`config.mk`:
```
export PLATFORM = sky130hd
export DESIGN_NAME = mbap_frame_receiver_top_flat
export DESIGN_NICKNAME = d
export VERILOG_FILES = /design/src/hw/rtl/mfr_pkg.sv /design/src/hw/rtl/mfr_stream_if.sv /design/src/hw/rtl/mbap_frame_receiver_top.sv /design/src/flat_wrapper.sv
export SDC_FILE = /design/constraint.sdc
export NUM_CORES = 1
export LEC_CHECK = 0
export BUFFER_PORTS_ARGS = -buffer_cell sky130_fd_sc_hd__buf_4
export CORE_ASPECT_RATIO = 0.9
export CORE_MARGIN = 4
export CORE_UTILIZATION = 59
export DETAILED_ROUTE_END_ITERATION = 12
export GPL_TIMING_DRIVEN = 0
export HOLD_SLACK_MARGIN = 0.08
export PLACE_DENSITY = 0.85
export SLEW_MARGIN = 40
export SYNTH_ARGS = -nofsm -noshare
export SYNTH_HDL_FRONTEND = slang
export SYNTH_SLANG_ARGS = --single-unit
export TNS_END_PERCENT = 5
```
`constraint.sdc`:
```
create_clock -name clk -period 6.25 [get_ports clk]
set_input_delay 1.25 -clock clk [delete_from_list [all_inputs] [get_ports clk]]
set_output_delay 1.25 -clock clk [all_outputs]
set_load 0.01 [all_outputs]
```
`src/hw/rtl/mfr_pkg.sv`:
```
// Package for the MBAP frame receiver: phase, status and operation codes,
// channel item types and frame size constants. No dependencies.
`default_nettype none

package mfr_pkg;

  // Frame geometry
  localparam int unsigned HEADER_BYTES    = 7;
  localparam int unsigned MAX_FRAME_BYTES = 260;
  localparam int unsigned LEN_MIN         = 2;
  localparam int unsigned LEN_MAX         = 254;
  localparam int unsigned TIMEOUT_RESET   = 1000;

  // Request operation codes
  typedef enum logic [1:0] {
    OP_DATA    = 2'd0,
    OP_TIME    = 2'd1,
    OP_RESTART = 2'd2,
    OP_SPARE   = 2'd3
  } op_t;

  // Receiver phase
  typedef enum logic [1:0] {
    PH_HEADER = 2'd0,
    PH_PDU    = 2'd1,
    PH_DONE   = 2'd2,
    PH_ERROR  = 2'd3
  } phase_t;

  // Result status
  typedef enum logic [1:0] {
    ST_OK      = 2'd0,
    ST_DONE    = 2'd1,
    ST_HDR_ERR = 2'd2,
    ST_REJECT  = 2'd3
  } status_t;

  typedef struct packed {
    logic [1:0]  operation;
    logic [7:0]  byte_in;
    logic [31:0] time_ms;
  } in_item_t;

  typedef struct packed {
    logic [1:0]  status;
    logic [1:0]  phase;
    logic [7:0]  byte_out;
    logic [8:0]  byte_index;
    logic        byte_valid;
    logic        timed_out;
    logic [15:0] txn_id;
    logic [7:0]  unit_id;
    logic [8:0]  frame_bytes;
  } out_item_t;

  typedef logic [31:0] cfg_word_t;

endpackage

`default_nettype wire

```
`src/hw/rtl/mfr_stream_if.sv`:
```
// Valid/ready channel interface carrying one payload of a given type.
// Used for the request, result and configuration channels; no dependencies.
`default_nettype none

interface mfr_stream_if #(
  parameter type payload_t = logic
);
  logic     valid;
  logic     ready;
  payload_t payload;

  modport source (output valid, output payload, input ready);
  modport sink   (input valid, input payload, output ready);
endinterface

`default_nettype wire

```
`src/hw/rtl/mbap_frame_receiver_top.sv`:
```
// MBAP (Modbus TCP) frame receiver, one byte per request.
// Depends on mfr_pkg and mfr_stream_if.
`default_nettype none

// Usage:
//   in_ch  : requests {operation, byte_in, time_ms}; operation selects data
//            byte, time check only, or restart (code 3 acts as time check).
//   out_ch : one result per request: status, phase, echoed byte with its
//            frame index, timeout flag, transaction id, unit id, byte count.
//   cfg_ch : writes the 32-bit timeout in ms; always ready. Write it only
//            while no request is in flight.
// Path: an accepted request sits in the input register, is processed
//   from there and its result goes into the output register.
// Throughput: one request per cycle unless out_ch stalls; receiver state
//   (phase, byte count, header words, start stamp) is updated with the result.
// Stall: when out_ch.ready is low and a result is held, the input register
//   holds too and in_ch.ready drops once it is occupied.
// Reset (rst_n low, synchronous): both stages empty, header phase, count 0,
//   header words and start stamp 0, timeout 1000 ms.
module mbap_frame_receiver_top (
  input  wire logic   clk,
  input  wire logic   rst_n,
  mfr_stream_if.sink   in_ch,
  mfr_stream_if.source out_ch,
  mfr_stream_if.sink   cfg_ch
);
  import mfr_pkg::*;

  // Header byte positions
  localparam logic [2:0] POS_TXN_HI   = 3'd0;
  localparam logic [2:0] POS_TXN_LO   = 3'd1;
  localparam logic [2:0] POS_PROTO_HI = 3'd2;
  localparam logic [2:0] POS_PROTO_LO = 3'd3;
  localparam logic [2:0] POS_LEN_HI   = 3'd4;
  localparam logic [2:0] POS_LEN_LO   = 3'd5;
  localparam logic [2:0] POS_UNIT     = 3'd6;

  // Pipeline control
  logic      s1_valid_r;
  in_item_t  s1_r;
  logic      out_valid_r;
  out_item_t out_r;
  logic      advance;
  logic      s1_fire;

  // Receiver state
  phase_t      phase_r, phase_nxt;
  logic [8:0]  byte_count_r, byte_count_nxt;
  logic [8:0]  frame_end_r, frame_end_nxt;
  logic [31:0] start_stamp_r, start_stamp_nxt;
  logic [15:0] txn_r, txn_nxt;
  logic [15:0] proto_r, proto_nxt;
  logic [15:0] len_r, len_nxt;
  logic [7:0]  unit_r, unit_nxt;
  logic [31:0] timeout_r;

  // Per-request work signals
  out_item_t   res_nxt;
  status_t     status_nxt;
  logic [8:0]  cnt_inc;
  logic [16:0] total;
  logic [31:0] elapsed;
  logic        hdr_bad;

  assign advance     = !out_valid_r || out_ch.ready;
  assign s1_fire     = s1_valid_r && advance;
  assign in_ch.ready = !s1_valid_r || advance;
  assign cfg_ch.ready = 1'b1;

  assign out_ch.valid   = out_valid_r;
  assign out_ch.payload = out_r;

  // Request processing: phase tracking, header capture, timeout check
  always_comb begin
    phase_nxt       = phase_r;
    byte_count_nxt  = byte_count_r;
    frame_end_nxt   = frame_end_r;
    start_stamp_nxt = start_stamp_r;
    txn_nxt         = txn_r;
    proto_nxt       = proto_r;
    len_nxt         = len_r;
    unit_nxt        = unit_r;
    status_nxt      = ST_OK;
    cnt_inc         = byte_count_r + 9'd1;
    total           = 17'(HEADER_BYTES - 1) + 17'(len_r);
    hdr_bad         = 1'b0;
    res_nxt         = '0;

    unique case (op_t'(s1_r.operation))
      OP_RESTART: begin
        phase_nxt      = PH_HEADER;
        byte_count_nxt = '0;
        frame_end_nxt  = 9'(HEADER_BYTES);
      end
      OP_DATA: begin
        if (phase_r == PH_DONE || phase_r == PH_ERROR) begin
          status_nxt = ST_REJECT;
        end else begin
          if (byte_count_r == '0) begin
            start_stamp_nxt = s1_r.time_ms;
          end
          res_nxt.byte_out   = s1_r.byte_in;
          res_nxt.byte_index = byte_count_r;
          res_nxt.byte_valid = 1'b1;
          // Header capture: each byte fills its own half word or the unit id
          if (phase_r == PH_HEADER) begin
            unique case (byte_count_r[2:0])
              POS_TXN_HI:   txn_nxt[15:8]   = s1_r.byte_in;
              POS_TXN_LO:   txn_nxt[7:0]    = s1_r.byte_in;
              POS_PROTO_HI: proto_nxt[15:8] = s1_r.byte_in;
              POS_PROTO_LO: proto_nxt[7:0]  = s1_r.byte_in;
              POS_LEN_HI:   len_nxt[15:8]   = s1_r.byte_in;
              POS_LEN_LO:   len_nxt[7:0]    = s1_r.byte_in;
              POS_UNIT:     unit_nxt        = s1_r.byte_in;
              default: ;
            endcase
          end
          byte_count_nxt = cnt_inc;
          // End of header or end of frame
          if (cnt_inc >= frame_end_r) begin
            if (phase_r == PH_HEADER) begin
              // unit id is the last header byte, so all words are final here
              total   = 17'(HEADER_BYTES - 1) + 17'(len_nxt);
              hdr_bad = (proto_nxt != '0) || (len_nxt < 16'(LEN_MIN)) ||
                        (len_nxt > 16'(LEN_MAX)) ||
                        (total > 17'(MAX_FRAME_BYTES));
              if (hdr_bad) begin
                phase_nxt  = PH_ERROR;
                status_nxt = ST_HDR_ERR;
              end else begin
                frame_end_nxt = 9'(total);
                phase_nxt     = PH_PDU;
              end
            end else begin
              phase_nxt  = PH_DONE;
              status_nxt = ST_DONE;
            end
          end
        end
      end
      default: ;
    endcase

    // Timeout on a partly received frame, wrapping subtraction
    elapsed = s1_r.time_ms - start_stamp_nxt;
    res_nxt.timed_out = (phase_nxt == PH_HEADER || phase_nxt == PH_PDU) &&
                        (byte_count_nxt != '0) && (elapsed >= timeout_r);

    res_nxt.status      = status_nxt;
    res_nxt.phase       = phase_nxt;
    res_nxt.txn_id      = txn_nxt;
    res_nxt.unit_id     = unit_nxt;
    res_nxt.frame_bytes = byte_count_nxt;
  end

  // Control and state registers
  always_ff @(posedge clk) begin
    if (!rst_n) begin
      s1_valid_r    <= 1'b0;
      out_valid_r   <= 1'b0;
      phase_r       <= PH_HEADER;
      byte_count_r  <= '0;
      frame_end_r   <= 9'(HEADER_BYTES);
      start_stamp_r <= '0;
      txn_r         <= '0;
      proto_r       <= '0;
      len_r         <= '0;
      unit_r        <= '0;
      timeout_r     <= 32'(TIMEOUT_RESET);
    end else begin
      if (in_ch.valid && in_ch.ready) begin
        s1_valid_r <= 1'b1;
      end else if (s1_fire) begin
        s1_valid_r <= 1'b0;
      end
      if (s1_fire) begin
        out_valid_r <= 1'b1;
      end else if (out_ch.ready) begin
        out_valid_r <= 1'b0;
      end
      if (s1_fire) begin
        phase_r       <= phase_nxt;
        byte_count_r  <= byte_count_nxt;
        frame_end_r   <= frame_end_nxt;
        start_stamp_r <= start_stamp_nxt;
        txn_r         <= txn_nxt;
        proto_r       <= proto_nxt;
        len_r         <= len_nxt;
        unit_r        <= unit_nxt;
      end
      if (cfg_ch.valid && cfg_ch.ready) begin
        timeout_r <= cfg_ch.payload;
      end
    end
  end

  // Payload registers
  always_ff @(posedge clk) begin
    if (in_ch.valid && in_ch.ready) begin
      s1_r <= in_ch.payload;
    end
    if (s1_fire) begin
      out_r <= res_nxt;
    end
  end

`ifndef SYNTH
  // An echoed byte never comes with a reject
  a_valid_not_rejected: assert property (@(posedge clk) disable iff (!rst_n)
    (out_valid_r && out_r.byte_valid) |-> (out_r.status != ST_REJECT))
    else $error("accepted byte reported as rejected");

  // Frame completion leaves the receiver in the complete phase
  a_done_phase: assert property (@(posedge clk) disable iff (!rst_n)
    (out_valid_r && out_r.status == ST_DONE) |-> (out_r.phase == PH_DONE))
    else $error("frame completed without complete phase");

  // Timeout only for a partly received frame
  a_timeout_partial: assert property (@(posedge clk) disable iff (!rst_n)
    (out_valid_r && out_r.timed_out) |->
      ((out_r.phase == PH_HEADER || out_r.phase == PH_PDU) &&
       out_r.frame_bytes != '0))
    else $error("timeout flagged outside a partial frame");

  // Byte count never runs past the frame limit
  a_count_bound: assert property (@(posedge clk) disable iff (!rst_n)
    byte_count_r <= 9'(MAX_FRAME_BYTES))
    else $error("byte count beyond frame limit");
`endif

endmodule

`default_nettype wire

```
`src/flat_wrapper.sv`:
```
// flat-port wrapper written by rule: the top's interface ports become plain ports
module mbap_frame_receiver_top_flat import mfr_pkg::*;
  (clk, rst_n, in_ch_valid, in_ch_payload, in_ch_ready, out_ch_valid, out_ch_payload, out_ch_ready, cfg_ch_valid, cfg_ch_payload, cfg_ch_ready);
  mfr_stream_if #(.payload_t(in_item_t)) in_ch_i ();
  mfr_stream_if #(.payload_t(out_item_t)) out_ch_i ();
  mfr_stream_if #(.payload_t(cfg_word_t)) cfg_ch_i ();
  input  wire logic clk;
  input  wire logic rst_n;
  input wire logic [$bits(in_ch_i.valid)-1:0] in_ch_valid;
  input wire logic [$bits(in_ch_i.payload)-1:0] in_ch_payload;
  output wire logic [$bits(in_ch_i.ready)-1:0] in_ch_ready;
  output wire logic [$bits(out_ch_i.valid)-1:0] out_ch_valid;
  output wire logic [$bits(out_ch_i.payload)-1:0] out_ch_payload;
  input wire logic [$bits(out_ch_i.ready)-1:0] out_ch_ready;
  input wire logic [$bits(cfg_ch_i.valid)-1:0] cfg_ch_valid;
  input wire logic [$bits(cfg_ch_i.payload)-1:0] cfg_ch_payload;
  output wire logic [$bits(cfg_ch_i.ready)-1:0] cfg_ch_ready;
  assign in_ch_i.valid = in_ch_valid;
  assign in_ch_i.payload = in_ch_payload;
  assign in_ch_ready = in_ch_i.ready;
  assign out_ch_valid = out_ch_i.valid;
  assign out_ch_payload = out_ch_i.payload;
  assign out_ch_i.ready = out_ch_ready;
  assign cfg_ch_i.valid = cfg_ch_valid;
  assign cfg_ch_i.payload = cfg_ch_payload;
  assign cfg_ch_ready = cfg_ch_i.ready;
  mbap_frame_receiver_top u_core (.clk(clk), .rst_n(rst_n), .in_ch(in_ch_i), .out_ch(out_ch_i), .cfg_ch(cfg_ch_i));
endmodule
```
==> flow_summary.toml, run 1 <==
[timing]
hold_slack_ns = 0.466
fin_setup_tns_ns = 0
rsz0062_at_grt = "no"
relSlewSlack_pct = 49.8
hold_viol_final = 0
post-route-period-util_pct = 95.1
drv_slew = 0
finalSetupViolCount = 0
finalCriticalPeriod_ns = 5.94
fmax_ghz = 0.168
worstMarginPinSlew_ns = 0.753
skew_ns = 0.0116

[worst_setup_path]
worstPathArrival_ns = 6.21
crit_type = "reg -> reg"
cp_slowest_stage_delay_ns = 0.44
cp-start-kind = "register"
crit_fanout = 11
crit_path_end_kind = "register"
path_cells = "buf_2 > or3_4 > inv_4 > nand4_1 > buf_2 > clkbuf_4 > mux2i_1 > ha_1 > a21o_1 > or3_1 > o21ai_0 > o21ai_1 > o2111a_1 > a31oi_1 > xnor2_1 > ha_1 > a21o_1 > a21o_1 > a21o_1 > a21oi_1 > o21ai_0 > a21oi_1 > o21ai_0 > o211a_1"
critPathBufInv = 4
critical_path.slowest_cell = "or3_4"
cpMostUsedCell = "a21o_1"
cp_top_family = "compound AO/OA/AOI/OAI gates"
required_ns = 6.52

[floorplanning]
die_h_um = 147
pin_count = 138
dieWidth_um = 162
initial_utilization_pct = 60.3
coreArea_um2 = 21000
num_rows = 50
die_area_um2 = 23800

[detailed_routing]
route.detailed.drc = 0
first_pass_iters = 5
highest_layer = "met4"
vias = 10200
wl_met3_mm = 2.36
wirelength_mm = 31.1
routedWlPerCell_um = 17.9
drt_iter0_drc = 797
ant_nets = 0
routed-wl-met2_mm = 14.2
wl_met1_mm = 13.7
viasPerCell = 5.86

[place]
place_congestion = 0.932
numPortBuffers = 134
dp_hpwl_mm = 22.8
postPlaceCellArea_um2 = 14100

[global_route]
grt_max_degree = 30
grt_overflow = 0
antenna_found_initial = 0
gr-usage-all-layers_pct = 25.3
grt_first_pass_wirelength_mm = 49.4
grt_pass1_vias = 9632

[finish]
fin_area_um2 = 14900
nets = 1595
n_antenna_cell = 0
syn_to_final_growth_pct = 18.0
drive_gt1_share_pct = 15.8

[pwr]
power_switching_w = 0.00113
intPower_w = 0.00295
power_switching_share_pct = 27.6
p_leak_nw = 6.52
ir_drop_v = 0.000234
pwr-share-clk_pct = 35.9
p_seq_share_pct = 43.2
p_comb_share_pct = 20.9
powerDensity_nw_per_um2 = 274

[outcome]
status = "finished, final reports clean"

[min_path]
hold_class = "reg -> reg"

[logic_synthesis]
synth-async-reset-ratio_pct = 0
synth_warnings = 0
ys_ff_latch = 240
synth_edf_count = 98
synthesis.nets = 1432
synth_flop_cell = "dfxtp_1"
yosysSeqAreaShare_pct = 45.8
synthCells = 1272
synth.avg_cell_area_um2 = 9.94
syn_area_um2 = 12600
ys_types = 72

[cts]
cts_resized = 5
cts_root_buf = "clkbuf_16"
numCtsBuffers = 25
clk_latency_ns = 0.53
htree_levels = 1
cts_buffer_depth = 3
cts.sinks = 240
cts_setup_buffers = 0
clk_pin_slew_worst_paths_ns = 0.07
hold_buffers = 0
cts_tree = "yes"

[job]
drv_cap = 0
## layout make-up
class | count | area, um2
buffer | 65 | 277
clock buffer | 31 | 648
clock inverter | 14 | 149
fill | 1492 | 6040
inverter | 64 | 243
multi-input combinational | 902 | 6370
sequential | 240 | 5790
tap | 286 | 358
timing repair buffer | 137 | 1080
## stage by stage
stage | power [W] | setup slack, ns | cells | utilization [%]
3_3_place_gp | 0.00257 | -0.554 | 1692 | 66.8
2_1_floorplan | 0.00236 | 0.746 | 1272 | -
6_report | 0.00408 | 0.307 | 1739 | 71.2
4_1_cts | 0.00409 | 0.0351 | 1739 | 71.1
5_1_grt | 0.00426 | 0.00696 | 1739 | 71.2
3_5_place_dp | 0.00261 | -0.515 | 1695 | 67.2
## tightest hold or removal path, delay by kind of cell (launching register included)
kind / cells / cell delay [ns]
compound gates: 1 / 0.06
flops: 1 / 0.31
simple gates: 1 / 0.05
## registers in the layout, indices dropped and copies added (netlist names)
name and cells:
u_core.byte_count_r 9, u_core.frame_end_r 9, u_core.len_r 16, u_core.out_ch.payload 56
u_core.out_ch.valid 1, u_core.phase_r 2, u_core.proto_r 16, u_core.s1_r 42
u_core.s1_valid_r 1, u_core.start_stamp_r 32, u_core.timeout_r 32, u_core.txn_r 16
u_core.unit_r 8
## synthesized netlist by cell type, drive strengths merged, types with 3 or more instances
cell type | number | area, um2
a21oi | 37 | 185
o2111a | 3 | 33.8
dfxtp | 142 | 2840
and2 | 13 | 81.3
nor2b | 41 | 257
and3 | 11 | 71.3
buf | 17 | 81.3
a211oi | 6 | 45.0
nor4 | 5 | 37.5
nor2 | 124 | 468
xor2 | 16 | 140
a21o | 26 | 195
a21boi | 25 | 188
nand2 | 111 | 417
a2111oi | 3 | 45.1
mux2 | 19 | 214
o21a | 12 | 90.1
ha | 80 | 1000
a31oi | 10 | 62.6
nand4 | 7 | 43.8
o21ai | 52 | 260
nor3b | 36 | 270
or4 | 5 | 41.3
a31o | 3 | 26.3
clkbuf | 49 | 189
mux2i | 76 | 761
nor3 | 20 | 100
xnor2 | 29 | 254
a221oi | 5 | 43.8
or3 | 5 | 32.5
edfxtp | 98 | 2940
o2111ai | 4 | 35.0
o211a | 35 | 350
nand3 | 29 | 145
o211ai | 9 | 67.6
inv | 63 | 236
nand2b | 11 | 76.3
a22o | 5 | 43.8
## layout by cell type (no fill, tap or decap), types with 4 or more instances in the layout
master / synthesis / final
and3_1: 9 / 9
nand3_1: 29 / 29
mux2_2: 19 / 19
buf_2: 5 / 9
nor4_1: 4 / 4
a21boi_0: 25 / 25
nand2_1: 111 / 111
or4_1: 4 / 4
nand2b_1: 10 / 10
edfxtp_1: 98 / 98
dfxtp_1: 142 / 142
nor3_1: 20 / 19
xnor2_1: 29 / 29
nor2b_1: 41 / 41
xor2_1: 16 / 16
a22o_1: 5 / 5
buf_4: 1 / 135
mux2i_1: 76 / 76
a221oi_1: 5 / 5
a21o_1: 26 / 26
nor2_1: 123 / 123
a31oi_1: 10 / 10
buf_1: 10 / 6
clkbuf_1: 47 / 50
a211oi_1: 6 / 6
o21ai_0: 52 / 49
nor3b_1: 36 / 36
clkinv_2: 0 / 4
o211ai_1: 9 / 9
inv_1: 63 / 62
o21a_1: 12 / 12
o211a_1: 35 / 35
and2_1: 13 / 12
a21oi_1: 37 / 37
nand4_1: 7 / 7
clkinv_1: 1 / 5
ha_1: 80 / 79
clkbuf_16: 0 / 25
## metal layers
metal,up-vias,track usage [%]
li1,4882,-
met1,4824,35.6
met2,419,40.4
met3,62,4.80
met4,0,6.81
met5,-,0
## power groups by stage
| stage | sequential, W | combinational, W | clock (W) |
|---|---|---|---|
| 6_report | 0.00176 | 0.000851 | 0.00147 |
| 3_3_place_gp | 0.00179 | 0.000780 | 0 |
| 2_1_floorplan | 0.00179 | 0.000569 | 0 |
| 5_1_grt | 0.00177 | 0.000939 | 0.00156 |
| 3_5_place_dp | 0.00180 | 0.000820 | 0 |
| 4_1_cts | 0.00176 | 0.000837 | 0.00149 |
## worst paths after layout
check	startpoint	endpoint	slack, ns	depth (start not counted)
worst max-delay path	u_core.phase_r[1]$_SDFFE_PN0P_	u_core.out_ch.payload[33]$_DFFE_PP_	0.31	24
worst min-delay path	u_core.proto_r[1]$_SDFFE_PN0P_	u_core.proto_r[1]$_SDFFE_PN0P_	0.47	2
worst max register to register	u_core.phase_r[1]$_SDFFE_PN0P_	u_core.out_ch.payload[33]$_DFFE_PP_	0.31	24
worst min register to register	u_core.proto_r[1]$_SDFFE_PN0P_	u_core.proto_r[1]$_SDFFE_PN0P_	0.47	2
## cell families after synthesis
group | after synthesis | share of synthesized area, %
AO/OA/AOI/OAI | 251 | 14.3
adder cells (fa/ha/maj) | 81 | 8.08
XOR/XNOR | 45 | 3.12
flip-flops | 240 | 45.8
multiplexers | 95 | 7.71
other | 1 | 0.0297
buffers and inverters | 130 | 4.04
AND/OR/NAND/NOR | 429 | 16.9
No activity file was read; power rests on OpenSTA's default activity.
==> inputs of run 2 (changes only) <==
--- a/config.mk
+++ b/config.mk
@@ -6,9 +6,11 @@
 export NUM_CORES = 1
 export LEC_CHECK = 0
 export BUFFER_PORTS_ARGS = -buffer_cell sky130_fd_sc_hd__buf_4
+export CELL_PAD_IN_SITES_DETAIL_PLACEMENT = 1
+export CELL_PAD_IN_SITES_GLOBAL_PLACEMENT = 2
 export CORE_ASPECT_RATIO = 0.9
 export CORE_MARGIN = 4
-export CORE_UTILIZATION = 59
+export CORE_UTILIZATION = 38
 export DETAILED_ROUTE_END_ITERATION = 12
 export GPL_TIMING_DRIVEN = 0
 export HOLD_SLACK_MARGIN = 0.08
@@ -17,4 +19,3 @@
 export SYNTH_ARGS = -nofsm -noshare
 export SYNTH_HDL_FRONTEND = slang
 export SYNTH_SLANG_ARGS = --single-unit
-export TNS_END_PERCENT = 5
==> run 2 against run 1 <==
Compared with the run above: final area increased by 2.1%; clock skew grew 0.0034 ns; non-clock buffer count grew 3; sequential cell count is the same; cell count rose by 8.4%; hold slack lost 0.0053 ns; critical path depth is the same; die area increased by 52%; combinational power up 1%; global-route usage decreased by 5.4 points; critical endpoint unchanged.
==> flow_summary.toml, run 2 (same netlist as run 1, synthesis figures left out) <==
[finish]
n_fill_cell = 3706
drive_gt1_share_pct = 16.3
n_antenna_cell = 0
final_common_cell = "dfxtp_1"
largest_reg_flops = 56
final_cell_mix = "142 x dfxtp_1, 139 x buf_4, 123 x nor2_1"
final_cells = 1885
syn_to_final_growth_pct = 20.4
nets = 1601

[detailed_routing]
ant_nets = 0
vias = 10000
routedWlPerCell_um = 19.4
route.detailed.drc = 0
drt_iter0_drc = 534
viasPerCell = 5.32
first_pass_iters = 5
wirelength_mm = 36.6

[cts]
cts_root_buf = "clkbuf_16"
cts.sinks = 240
clk_pin_slew_worst_paths_ns = 0.06
hold_buffers = 0
cts_tree = "yes"
cts_buffer_depth = 3
clk_latency_ns = 0.56
htree_levels = 1
numCtsBuffers = 28

[worst_setup_path]
r2r_slack_ns = 0.38
cp-start-kind = "register"
crit_type = "reg -> reg"
critical_path.slowest_cell = "or3_1"
worstPathArrival_ns = 6.18
crit_path_end_kind = "register"
cpMostUsedCell = "a21o_1"
required_ns = 6.56
crit_fanout = 10
cp_slowest_stage_delay_ns = 0.50
path_cells = "buf_2 > or3_1 > clkinvlp_4 > nand4_1 > buf_4 > clkbuf_4 > mux2i_2 > ha_1 > a21o_1 > or3_1 > o21ai_1 > o21ai_2 > o2111a_1 > a31oi_1 > xnor2_1 > ha_1 > a21o_1 > a21o_1 > a21o_1 > a21oi_1 > o21ai_0 > a21oi_1 > o21ai_0 > o211a_1"

[global_route]
grt_overflow = 0
grt_pass1_vias = 10600
grt_max_degree = 33
grt_first_pass_wirelength_mm = 58.8
antenna_found_initial = 0
gr-usage-all-layers_pct = 19.9

[floorplanning]
initial_utilization_pct = 38.5
coreArea_um2 = 32900
die_area_um2 = 36300
pin_count = 138
die_h_um = 181
num_rows = 63
dieWidth_um = 200

[timing]
worstMarginPinSlew_ns = 0.837
hold_slack_ns = 0.461
finalCriticalPeriod_ns = 5.87
finalSetupViolCount = 0
relSlewSlack_pct = 44.2
skew_ns = 0.0150
drv_slew = 0
post-route-period-util_pct = 94.0
fmax_ghz = 0.170
hold_viol_final = 0

[pwr]
ir_drop_v = 0.000211
p_leak_nw = 6.60
powerDensity_nw_per_um2 = 279

[place]
dp_hpwl_mm = 27.8
place_congestion = 0.852
numPortBuffers = 134
dp_cells = 1831

[job]
drv_cap = 0

[outcome]
status = "finished, final reports clean"

[min_path]
hold_class = "reg -> reg"
==> run 2: cell types whose count changed in the layout (fill, tap and decap cells not counted), sizes merged <==
| cell | delta |
|---|---|
| buf | +3 |
| clkbuf | +2 |
| clkinv | +8 |
| clkinvlp | -1 |
| inv | -2 |
==> run 2: per-stage QoR <==
stage	util (%)	area, um2	power, W	setup TNS (ns)	setup WS (ns)
after CTS	46.2	15200	0.00431	0	0.0717
after floorplan	-	12600	0.00236	0	0.746
final	46.3	15200	0.00425	0	0.378
after global placement	43.1	14200	0.00261	-0.766	-0.766
after global routing	46.3	15200	0.00449	-0.0466	-0.0466
after detailed placement	43.4	14300	0.00265	-0.783	-0.783
==> run 2: final cells by class <==
type / instances / area (um2) / share of cell area [%]
Buffer: 64 / 273 / 1.79
Clock buffer: 33 / 741 / 4.87
Clock inverter: 19 / 168 / 1.10
Inverter: 64 / 244 / 1.60
Multi-Input combinational cell: 902 / 6370 / 41.9
Sequential cell: 240 / 5790 / 38.0
Tap cell: 422 / 528 / 3.47
Timing Repair Buffer: 141 / 1110 / 7.30
==> run 2: what timing repair did <==
item                       in CTS  in global routing
buffers inserted                2                  2
setup endpoints to repair       1                  1
gates cloned                    0                  0
resized for setup               5                  6
pin swaps                       1                  0
==> run 2: critical path: cells and delay by family, from the launching register on <==
kind / cells / cell delay [ns]
simple gates: 3 / 0.97
compound gates: 13 / 2.52
flops: 1 / 0.33
fa+ha+maj: 2 / 0.60
xor+xnor: 1 / 0.18
buf+inv: 4 / 0.77
mux: 1 / 0.27
==> run 2: power by group <==
part	switching [W]	internal, W
Sequential	0.0000484	0.00172
Combinational	0.000486	0.000376
Clock	0.000660	0.000965
Total	0.00119	0.00306
==> run 2: routing by layer <==
metal | wire length [um] | vias up | GRT usage (%)
met4 | 674 | 0 | 3.99
met5 | 0 | - | 0
met1 | 17900 | 4913 | 28.1
li1 | - | 4890 | -
met2 | 16600 | 176 | 32.5
met3 | 1430 | 44 | 3.37
==> run 2: final timing paths <==
kind | from | endpoint | cells past startpoint
worst min register to register | u_core.proto_r[6]$_SDFFE_PN0P_ | u_core.proto_r[6]$_SDFFE_PN0P_ | 2
worst max-delay path | u_core.phase_r[1]$_SDFFE_PN0P_ | u_core.out_ch.payload[33]$_DFFE_PP_ | 24
worst max register to register | u_core.phase_r[1]$_SDFFE_PN0P_ | u_core.out_ch.payload[33]$_DFFE_PP_ | 24
worst min-delay path | u_core.proto_r[6]$_SDFFE_PN0P_ | u_core.proto_r[6]$_SDFFE_PN0P_ | 2
==> inputs of run 3 (changes only) <==
--- a/config.mk
+++ b/config.mk
@@ -14,7 +14,7 @@
 export DETAILED_ROUTE_END_ITERATION = 12
 export GPL_TIMING_DRIVEN = 0
 export HOLD_SLACK_MARGIN = 0.08
-export PLACE_DENSITY = 0.85
+export PLACE_DENSITY_LB_ADDON = 0.1
 export SLEW_MARGIN = 40
 export SYNTH_ARGS = -nofsm -noshare
 export SYNTH_HDL_FRONTEND = slang
==> run 3 against run 2 <==
Compared with the run above: via count is 0.77% lower; cell count increased by 0.21%; power up 1.0%; critical endpoint unchanged; global-route usage up 0.34 points; wire length increased by 1.8%; clock skew grew 0.00072 ns; sequential power about the same; fmax rose by 1.2%.
==> flow_summary.toml, run 3 (same netlist as run 1, synthesis figures left out) <==
[timing]
skew_ns = 0.0157
hold_viol_final = 0
relSlewSlack_pct = 42.1
drv_slew = 0
worstMarginPinSlew_ns = 0.869
fmax_ghz = 0.172
post-route-period-util_pct = 92.8
rsz0062_at_grt = "no"
finalSetupViolCount = 0
finalCriticalPeriod_ns = 5.80

[floorplanning]
die_h_um = 181
coreArea_um2 = 32900
die_area_um2 = 36300
num_rows = 63
initial_utilization_pct = 38.5
dieWidth_um = 200
pin_count = 138

[worst_setup_path]
startpoint = "u_core.s1_r[41]$_DFFE_PP_"
cp-start-kind = "register"
r2r_slack_ns = 0.45
cp_slowest_stage_delay_ns = 0.64
timing.rr.start = "u_core.s1_r[41]$_DFFE_PP_"
critical_path.slowest_cell = "or4b_2"
crit_path_end_kind = "register"
path_cells = "or3_4 > clkinvlp_4 > nand4_1 > buf_4 > buf_2 > o21ai_2 > ha_1 > inv_1 > fa_1 > a211oi_1 > nor2_1 > o2111ai_2 > a21boi_0 > o21ai_0 > a21oi_1 > or4b_2 > nand3_1 > ha_1 > a21o_1 > a21oi_1 > o21ai_0 > a21oi_1 > o21ai_0 > o211a_1"
crit_fanout = 10
cp_top_family = "compound AO/OA/AOI/OAI gates"
crit_type = "reg -> reg"
worstPathArrival_ns = 6.10
required_ns = 6.55
critPathBufInv = 4

[finish]
syn_to_final_growth_pct = 21.0
final_common_cell = "dfxtp_1"
final_cell_mix = "142 x dfxtp_1, 141 x buf_4, 123 x nor2_1"
final_cells = 1889
largest_reg_flops = 56
drive_gt1_share_pct = 16.8
nets = 1604

[place]
numPortBuffers = 134
place_congestion = 0.865
dp_hpwl_mm = 28.1
dp_cells = 1832

[cts]
clk_pin_slew_worst_paths_ns = 0.06
htree_levels = 1
numCtsBuffers = 28
cts_root_buf = "clkbuf_16"
clk_latency_ns = 0.56
cts.sinks = 240
cts_tree = "yes"
hold_buffers = 0
cts_buffer_depth = 3

[pwr]
power_w = 0.00430
powerDensity_nw_per_um2 = 281
p_leak_nw = 6.64
ir_drop_v = 0.000210

[detailed_routing]
drt_iter0_drc = 411
wirelength_mm = 37.3
routedWlPerCell_um = 19.7
first_pass_iters = 5
ant_nets = 0
viasPerCell = 5.27
route.detailed.drc = 0
vias = 9946

[global_route]
antenna_found_initial = 1
grt_first_pass_wirelength_mm = 59.1
gr-usage-all-layers_pct = 20.2
grt_max_degree = 29
grt_overflow = 0
grt_pass1_vias = 10500

[outcome]
status = "finished, final reports clean"

[min_path]
hold_class = "reg -> reg"
hp-start = "u_core.len_r[15]$_SDFFE_PN0P_"

[job]
drv_cap = 0
[run 3: layout make-up]
cell class	count	area (um2)
Multi-Input combinational cell	902	6380
Timing Repair Buffer	144	1150
Clock buffer	35	768
Tap cell	422	528
Fill cell	3691	17600
Sequential cell	240	5790
Inverter	64	244
Buffer	64	275
Antenna cell	1	2.50
Clock inverter	17	168
[run 3: layer usage]
| metal | routed length (um) | vias to the layer above | GRT usage (%) |
|---|---|---|---|
| li1 | - | 4912 | - |
| met2 | 16400 | 151 | 32.0 |
| met4 | 571 | 0 | 3.50 |
| met3 | 1450 | 40 | 3.21 |
| met1 | 18800 | 4843 | 29.8 |
| met5 | 0 | - | 0 |
[run 3: tightest hold or removal path, delay by kind of cell (launching register included)]
| kind | cells | cell delay, ns |
|---|---|---|
| and+or+nand+nor | 1 | 0.05 |
| AOI/OAI and AO/OA | 1 | 0.06 |
| DFF | 1 | 0.30 |
[run 3: stage by stage]
step	area (um2)	setup slack [ns]	hold slack (ns)	util [%]	TNS (ns)
after floorplan	12600	0.746	0.435	-	0
after global placement	14200	-0.832	0.445	43.1	-0.832
after detailed placement	14300	-0.775	0.458	43.5	-0.775
after CTS	15200	0.143	0.466	46.3	0
after global routing	15300	0.0502	0.496	46.5	0
final	15300	0.450	0.463	46.5	0
[run 3: report_power, final]
| group | switching (W) | internal, W |
|---|---|---|
| combinational | 0.000481 | 0.000377 |
| clock | 0.000680 | 0.000994 |
| sequential | 0.0000467 | 0.00172 |
| total | 0.00121 | 0.00309 |
[run 3: what timing repair did]
action                     CTS  global route
gates resized for setup      8             7
setup endpoints to repair    1             1
pin swaps                    1             0
setup buffers                2             4
[run 3: final timing paths]
kind	endpoint	cells past startpoint
max	u_core.out_ch.payload[33]$_DFFE_PP_	24
min	u_core.len_r[15]$_SDFFE_PN0P_	2
max reg2reg	u_core.out_ch.payload[33]$_DFFE_PP_	24
min reg2reg	u_core.len_r[15]$_SDFFE_PN0P_	2
